==> src/hw/rtl/r2i_pkg.sv <==
// ----------------------------------------------------------------------------
// r2i_pkg: shared types and constants for the RGB quad to I420 converter
// Fixed-point BT.601 weights (10 fractional bits) and the lane result type.
// ----------------------------------------------------------------------------
`default_nettype none

package r2i_pkg;

    localparam int unsigned NUM_LANES = 4;

    // luma weights, unsigned, sum to 1024
    localparam logic [9:0] W_YR = 10'd306;
    localparam logic [9:0] W_YG = 10'd601;
    localparam logic [9:0] W_YB = 10'd117;

    // chroma weights, signed so they multiply a signed difference
    localparam logic signed [10:0] W_CR = 11'sd730;
    localparam logic signed [10:0] W_CB = 11'sd578;

    // 128 << 10
    localparam logic signed [19:0] CHROMA_OFFSET = 20'sd131072;

    // APB register map
    localparam logic [1:0] ADDR_BGR_ORDER = 2'd0;

    // per-pixel result of one lane
    typedef struct packed {
        logic [7:0]        luma;
        logic signed [9:0] cb;   // 0..255
        logic signed [9:0] cr;   // 1..255
    } lane_out_t;

endpackage

`default_nettype wire

==> src/hw/rtl/r2i_lane.sv <==
// ----------------------------------------------------------------------------
// r2i_lane: one pixel of the quad
// Stage A computes luma, stage B the per-pixel Cb and Cr before averaging.
// ----------------------------------------------------------------------------
`default_nettype none

module r2i_lane (
    input  wire logic                clk,
    input  wire logic                en,
    input  wire logic                bgr_order,
    input  wire logic [7:0]          c0,
    input  wire logic [7:0]          c1,
    input  wire logic [7:0]          c2,
    output r2i_pkg::lane_out_t       result
);

    logic [7:0]  red;
    logic [7:0]  blue;
    logic [17:0] y_sum;

    logic [7:0]  y_reg;
    logic [7:0]  red_reg;
    logic [7:0]  blue_reg;

    logic signed [8:0]  diff_b;
    logic signed [8:0]  diff_r;
    logic signed [19:0] cb_full;
    logic signed [19:0] cr_full;

    r2i_pkg::lane_out_t result_reg;
    r2i_pkg::lane_out_t result_next;

    assign red  = bgr_order ? c2 : c0;
    assign blue = bgr_order ? c0 : c2;

    // max is 255 * 1024, so the top byte of 18 bits is the luma
    assign y_sum = 18'(red) * 18'(r2i_pkg::W_YR)
                 + 18'(c1) * 18'(r2i_pkg::W_YG)
                 + 18'(blue) * 18'(r2i_pkg::W_YB);

    always_ff @(posedge clk)
    begin
        if (en)
        begin
            y_reg    <= y_sum[17:10];
            red_reg  <= red;
            blue_reg <= blue;
        end
    end

    always_comb
    begin
        diff_b  = $signed({1'b0, blue_reg}) - $signed({1'b0, y_reg});
        diff_r  = $signed({1'b0, red_reg}) - $signed({1'b0, y_reg});
        cb_full = 20'(diff_b) * 20'(r2i_pkg::W_CB) + r2i_pkg::CHROMA_OFFSET;
        cr_full = 20'(diff_r) * 20'(r2i_pkg::W_CR) + r2i_pkg::CHROMA_OFFSET;
        result_next.luma = y_reg;
        // taking the upper bits is an arithmetic shift: floor division
        result_next.cb   = cb_full[19:10];
        result_next.cr   = cr_full[19:10];
    end

    always_ff @(posedge clk)
    begin
        if (en)
        begin
            result_reg <= result_next;
        end
    end

    assign result = result_reg;

endmodule

`default_nettype wire

==> src/hw/rtl/r2i_merge.sv <==
// ----------------------------------------------------------------------------
// r2i_merge: combines the four lanes
// Sums the per-pixel chroma, divides by four (floor), saturates to a byte and
// registers the full output word.
// ----------------------------------------------------------------------------
`default_nettype none

module r2i_merge (
    input  wire logic                clk,
    input  wire logic                en,
    input  wire r2i_pkg::lane_out_t  lanes [r2i_pkg::NUM_LANES],
    output logic [47:0]              tdata
);

    logic signed [11:0] cb_sum;
    logic signed [11:0] cr_sum;
    logic signed [9:0]  cb_avg;
    logic signed [9:0]  cr_avg;
    logic [47:0]        tdata_reg;
    logic [47:0]        tdata_next;

    function automatic logic [7:0] sat8(input logic signed [9:0] v);
        logic [7:0] res;
        if (v < 10'sd0)
            res = 8'd0;
        else if (v > 10'sd255)
            res = 8'd255;
        else
            res = v[7:0];
        return res;
    endfunction

    always_comb
    begin
        cb_sum = 12'(lanes[0].cb) + 12'(lanes[1].cb) + 12'(lanes[2].cb) + 12'(lanes[3].cb);
        cr_sum = 12'(lanes[0].cr) + 12'(lanes[1].cr) + 12'(lanes[2].cr) + 12'(lanes[3].cr);
        cb_avg = cb_sum[11:2];
        cr_avg = cr_sum[11:2];
        tdata_next = {sat8(cr_avg), sat8(cb_avg),
                      lanes[3].luma, lanes[2].luma, lanes[1].luma, lanes[0].luma};
    end

    always_ff @(posedge clk)
    begin
        if (en)
        begin
            tdata_reg <= tdata_next;
        end
    end

    assign tdata = tdata_reg;

endmodule

`default_nettype wire

==> src/hw/rtl/rgb_quad_to_i420.sv <==
// Pipeline: an input transaction passes the luma stage, the chroma stage and
// the merge/output register, the first two in each lane, before output valid.
// Throughput: one 2x2 quad per cycle; the whole pipeline holds while a result
// waits in the output register with m_tready low.
// Reset: asynchronous active-low rst_n clears the stage valid bits and sets
// bgr_order to 0 (RGB); data registers are not reset.
// ----------------------------------------------------------------------------
// rgb_quad_to_i420: 2x2 RGB/BGR block to four luma bytes plus averaged Cb/Cr
// Four pixel lanes feed a merge stage; an APB register selects byte order.
// ----------------------------------------------------------------------------
`default_nettype none

module rgb_quad_to_i420 (
    input  wire logic        clk,
    input  wire logic        rst_n,

    input  wire logic        psel,
    input  wire logic        penable,
    input  wire logic        pwrite,
    input  wire logic [1:0]  paddr,
    input  wire logic [31:0] pwdata,
    output logic [31:0]      prdata,
    output logic             pready,

    input  wire logic        s_tvalid,
    output logic             s_tready,
    // low to high, 8 bits each: top_left_c0, top_left_c1, top_left_c2,
    // top_right_c0..c2, bottom_left_c0..c2, bottom_right_c0..c2
    input  wire logic [95:0] s_tdata,

    output logic             m_tvalid,
    input  wire logic        m_tready,
    // low to high, 8 bits each: luma_top_left, luma_top_right,
    // luma_bottom_left, luma_bottom_right, chroma_blue, chroma_red
    output logic [47:0]      m_tdata
);

    logic       bgr_order_reg;
    logic       bgr_order_next;
    logic [2:0] valid_reg;
    logic [2:0] valid_next;
    logic       en;

    r2i_pkg::lane_out_t lane_res [r2i_pkg::NUM_LANES];

    // configuration port
    assign pready = 1'b1;

    always_comb
    begin
        bgr_order_next = bgr_order_reg;
        if (psel && penable && pwrite && paddr == r2i_pkg::ADDR_BGR_ORDER)
        begin
            bgr_order_next = pwdata[0];
        end
    end

    always_comb
    begin
        prdata = 32'd0;
        if (paddr == r2i_pkg::ADDR_BGR_ORDER)
        begin
            prdata = {31'd0, bgr_order_reg};
        end
    end

    // pipeline control: every stage moves when the output register can take data
    assign en         = !valid_reg[2] || m_tready;
    assign s_tready   = en;
    assign valid_next = en ? {valid_reg[1:0], s_tvalid} : valid_reg;

    always_ff @(posedge clk or negedge rst_n)
    begin
        if (!rst_n)
        begin
            bgr_order_reg <= 1'b0;
            valid_reg     <= '0;
        end
        else
        begin
            bgr_order_reg <= bgr_order_next;
            valid_reg     <= valid_next;
        end
    end

    assign m_tvalid = valid_reg[2];

    for (genvar i = 0; i < r2i_pkg::NUM_LANES; i++)
    begin : g_lane
        r2i_lane u_lane (
            .clk       (clk),
            .en        (en),
            .bgr_order (bgr_order_reg),
            .c0        (s_tdata[24*i +: 8]),
            .c1        (s_tdata[24*i + 8 +: 8]),
            .c2        (s_tdata[24*i + 16 +: 8]),
            .result    (lane_res[i])
        );
    end

    r2i_merge u_merge (
        .clk   (clk),
        .en    (en),
        .lanes (lane_res),
        .tdata (m_tdata)
    );

endmodule

`default_nettype wire

==> config.mk <==
export PLATFORM = sky130hd
export DESIGN_NAME = rgb_quad_to_i420
export DESIGN_NICKNAME = d
export VERILOG_FILES = /design/src/hw/rtl/r2i_pkg.sv /design/src/hw/rtl/r2i_lane.sv /design/src/hw/rtl/r2i_merge.sv /design/src/hw/rtl/rgb_quad_to_i420.sv
export SDC_FILE = /design/constraint.sdc
export NUM_CORES = 2
export LEC_CHECK = 0
export ABC_AREA = 1
export BUFFER_PORTS_ARGS = -buffer_cell sky130_fd_sc_hd__buf_2
export CAP_MARGIN = 30
export CORE_ASPECT_RATIO = 0.75
export CORE_UTILIZATION = 40
export DETAILED_ROUTE_END_ITERATION = 10
export GPL_ROUTABILITY_DRIVEN = 1
export GPL_TIMING_DRIVEN = 0
export PLACE_DENSITY = 0.59
export SLEW_MARGIN = 20
export SYNTH_ARGS = -nofsm -noshare
export SYNTH_HDL_FRONTEND = slang
export SYNTH_SLANG_ARGS = --single-unit
==> constraint.sdc <==
create_clock -name clk -period 16.4 [get_ports clk]
set_input_delay 2.46 -clock clk [delete_from_list [all_inputs] [get_ports clk]]
set_output_delay 2.46 -clock clk [all_outputs]
set_load 0.005 [all_outputs]
# Word-level counts from Yosys, hierarchy flattened

Index checks and enable logic that the tools add are counted.

Input port bits: 137
Register bits: 260

Reduce and logical (&&, ||, !) cells: 6
Multipliers: 20
Multiplexer cells: 11
Add/subtract/negate cells: 30
Order comparisons: 4

Operators with widths:

| kind                     | count |
|---|---|
| $add A20 B19 Y20 const B | 8 |
| $mul A9 B10 Y19 const B  | 8 |
| $mux W8                  | 10 |
| $add A17 B18 Y18         | 4 |
| $add A18 B15 Y18         | 4 |
| $mul A8 B10 Y18 const B  | 4 |
| $sub A8 B8 Y9            | 8 |
| $mul A8 B8 Y16 const B   | 4 |
| $mul A8 B7 Y15 const B   | 4 |
| $add A11 B10 Y12         | 2 |
| $add A12 B10 Y12         | 2 |
| $add A10 B10 Y11         | 2 |
| $gt A10 B9 Y1 const B    | 2 |
| $lt A10 B1 Y1 const B    | 2 |
| $logic_and A1 B1 Y1      | 3 |
| $logic_not A2 Y1         | 1 |
| $logic_not A1 Y1         | 1 |
| $logic_or A1 B1 Y1       | 1 |
| $mux W1                  | 1 |

# Depth between registers and ports, before layout

Depth after elaboration: 5
Mapped depth: 34

# Hierarchy

Synthesis repeated with hierarchy kept, for this count alone.

Cells, all modules: 4569
Area, all modules: 41183.2 um^2

By module, submodules not included:

| module                           | area each (um^2) | seq. area each (um^2) | instances | cells each |
|---|---|---|---|---|
| r2i_lane at g_lane[1].u_lane ... | 9190.1           | 1561.5                | 2         | 1017 |
| r2i_lane at g_lane[0].u_lane     | 9205.1           | 1561.5                | 1         | 1021 |
| r2i_lane at g_lane[3].u_lane     | 9123.8           | 1561.5                | 1         | 1009 |
| r2i_merge                        | 4046.4           | 1441.4                | 1         | 449 |
| rgb_quad_to_i420                 | 427.9            | 100.1                 | 1         | 56 |

# Worst setup path after synthesis

OpenSTA, ideal clock, no wires.

Path type: input -> output
From: input m_tready
To: output s_tready
Data required time: 13.940 ns
Arrival time: 7.966 ns
Slack: 5.974 ns
Stages on the path: 2
Cells stage by stage: inv_1 nand2_1

Longest elaborated chain between the ends: 1

Ends and longest elaborated chain:

| what               | line                   | source |
|---|---|---|
| from (decl)        | rgb_quad_to_i420.sv:32 | `input wire logic m_tready,` |
| $logic_or A1 B1 Y1 | rgb_quad_to_i420.sv:68 | `assign en = !valid_reg[2] \|\| m_tready;` |
| to (decl)          | rgb_quad_to_i420.sv:26 | `output logic s_tready,` |

No other way between the ends.

# Final worst setup path

From: input s_tdata[77]
To: register g_lane[3].u_lane.y_reg[4] (data pin)

Longest elaborated chain between the ends: 4

Ends and longest elaborated chain:

| what                           | line                   | source |
|---|---|---|
| from (decl)                    | rgb_quad_to_i420.sv:29 | `input wire logic [95:0] s_tdata,` |
| $mux W8                        | r2i_lane.sv:33         | `assign red = bgr_order ? c2 : c0;` |
| via g_lane[3].u_lane.red[5]    | r2i_lane.sv:17         | `logic [7:0] red;` |
| $mul A8 B8 Y16                 | r2i_lane.sv:37         | `assign y_sum = 18'(red) * 18'(r2i_pkg::W_YR)` |
| $add A17 B18 Y18               | r2i_lane.sv:38         | `+ 18'(c1) * 18'(r2i_pkg::W_YG)` |
| $add A18 B15 Y18               | r2i_lane.sv:39         | `+ 18'(blue) * 18'(r2i_pkg::W_YB);` |
| via g_lane[3].u_lane.y_sum[14] | r2i_lane.sv:19         | `logic [17:0] y_sum;` |
| to (signal assigned)           | r2i_lane.sv:45         | `y_reg <= y_sum[17:10];` |
| to (decl)                      | r2i_lane.sv:21         | `logic [7:0] y_reg;` |

The timed path passes the listed nets, and every way through them passes these cells.
A chain may end at the register's enable or synchronous reset.

==> results.json <==
{
  "outcome": "complete, but fails checks",
  "violations": "DRC",
  "dr.pass1.iters": 10,
  "cp_slowest_cell": "o21ai_0",
  "drv_cap": 0,
  "final.setup.tns_ns": 0,
  "crit_top_cell": "inv_1",
  "synth.distinct_cells": 46,
  "postCtsSetupBuffers": 0,
  "gp_congestion": 0.886,
  "areaGrowthSynthToFinish_pct": 9.59,
  "avgViaCountPerCell": 4.73,
  "antenna_found_initial": 12,
  "dp_slack_ns": 7.13,
  "crit_fanout": 5,
  "synthFlopType": "edfxtp_1",
  "via_count": 28400,
  "grt_overflow": 0,
  "start_util": 0.406,
  "largest_reg_flops": 112,
  "clk_latency_ns": 0.57,
  "synth_commonest_cells": "1163 x inv_1, 883 x ha_1, 620 x nand2_1",
  "design.die.area_mm2": 0.102,
  "yosys-top-cells-area": "ha_1 27%, fa_1 22%, edfxtp_1 19%, inv_1 11%, nand2_1 5.7%",
  "clk_path_buf_depth": 3,
  "drt-initial-drc-count": 1480,
  "slowest_delay_ns": 0.70,
  "placed_cell_area_mm2": 0.0432,
  "grt_usage": 0.184,
  "row_count": 100,
  "skew_ns": 0.0228,
  "ys_seq_area_frac": 0.192,
  "synth_edf_count": 256,
  "required_ns": 16.71,
  "n_fill_cell": 9719,
  "ys_seq_elements": 260,
  "grt_pass1_vias": 28200,
  "clock_sinks": 260,
  "grt_setup_unrepaired": "false",
  "async_reset_ff_frac": 0.0154,
  "numPortBuffers": 156,
  "syn_avg_cell_area_um2": 9.19,
  "htreeDepth": 2,
  "clk_transition_reported_paths_ns": 0.06,
  "endpoint_kind": "register",
  "tightest_slew_ns": 1.01,
  "maxSlewHeadroom": 0.321,
  "holdWs_ns": 0.410,
  "io_pins": 220,
  "post-synth-top-count-cell": "inv_1",
  "final_area_mm2": 0.0444,
  "drv_slew": 0,
  "grt_pass1_wl_um": 149000,
  "synth_area_mm2": 0.0405,
  "hold_violations": 0,
  "hp-start": "g_lane[0].u_lane.result[24]",
  "fmax_mhz": 115,
  "post-route-min-period_ns": 8.68,
  "final_nets": 6109,
  "cts_made_buffers": 34,
  "hpwl_um": 80300,
  "crit_arrival_ns": 8.99,
  "drcViolationCount": 5,
  "period_share": 0.529,
  "grt_start_max_net_pins": 54,
  "synth_cells": 4403,
  "ys_warn_count": 0,
  "core_area_mm2": 0.0997,
  "worst_slack_ns": 7.72,
  "startpoint_type": "input pin",
  "fp.dieH_um": 277,
  "routedWlPerCell_um": 15.3,
  "cts.repair.resized": 0,
  "antenna_left": 0,
  "yosysTopAreaCell": "ha_1",
  "yosysTopAreaCellShare": 0.273,
  "final_layout_size_suffix_gt1_frac": 0.0695,
  "worstReg2RegStart": "bgr_order_reg",
  "crit_start": "s_tdata[77]",
  "cts_root_buf": "clkbuf_16",
  "cts_hold_buf": 0,
  "die_w_um": 369,
  "worstSetupPathType": "in -> reg",
  "wl_um": 91700,
  "hp-class": "reg -> reg",
  "cts_tree": "yes",
  "setup_viol": 0
}
-- final timing paths --
check	end	slack [ns]	cells after the start
min	u_merge.tdata[4]	0.41	0
max in group asynchronous	bgr_order_reg	14.61	1
max reg2reg	g_lane[3].u_lane.y_reg[4]	7.92	29
min reg2reg	u_merge.tdata[4]	0.41	0
max	g_lane[3].u_lane.y_reg[4]	7.72	28
min in group asynchronous	valid_reg[2]	1.67	1
-- cell usage in the layout, fill, tap and decap left out, drive strengths merged, types with 51 or more instances in the layout --
cell and instances:
xor2 103, o21ai 159, nand3 114, inv 1177, edfxtp 256, nand2 622
nor2 117, a21oi 249, ha 883, buf 217, xnor2 52, fa 437
clkbuf 51
-- worst max-delay path, delay by kind of cell --
family	cells	cell delay (ns)
xor+xnor	1	0.24
compound gates	6	1.60
fa+ha+maj	9	3.67
buf+inv	8	0.48
simple gates	4	0.52
-- layer usage --
layer / track usage / vias to the layer above / share of wire
li1: - / 14500 / -
met1: 0.281 / 13300 / 0.52
met2: 0.268 / 493 / 0.41
met3: 0.0307 / 86 / 0.051
met4: 0.0373 / 14 / 0.018
met5: 0 / - / 0.00096
-- area by class of cell --
| class | count | area [µm²] | area share |
|---|---|---|---|
| Timing Repair Buffer | 183 | 1010 | 0.0227 |
| Clock inverter | 21 | 204 | 0.00460 |
| Multi-Input combinational cell | 2954 | 28100 | 0.634 |
| Antenna cell | 1 | 2.50 | 0.0000564 |
| Buffer | 46 | 300 | 0.00677 |
| Tap cell | 1326 | 1660 | 0.0374 |
| Clock buffer | 39 | 891 | 0.0201 |
| Sequential cell | 260 | 7790 | 0.176 |
| Inverter | 1173 | 4400 | 0.0993 |
-- metrics by stage --
step / utilization / instances
after floorplan: - / 4433
after global placement: 0.432 / 5915
after detailed placement: 0.433 / 5935
after CTS: 0.444 / 5995
after global routing: 0.445 / 6003
final: 0.445 / 6003
-- kinds of logic after synthesis --
family | synth area share
compound gates | 0.0674
xor+xnor | 0.0354
fa+ha+maj | 0.489
buf+inv | 0.116
flops | 0.192
mux | 0.000278
other cells | 0.000186
simple gates | 0.0991
Power is not shown: default switching activity piles up to over one toggle a cycle in this logic, so the estimate is an artifact.
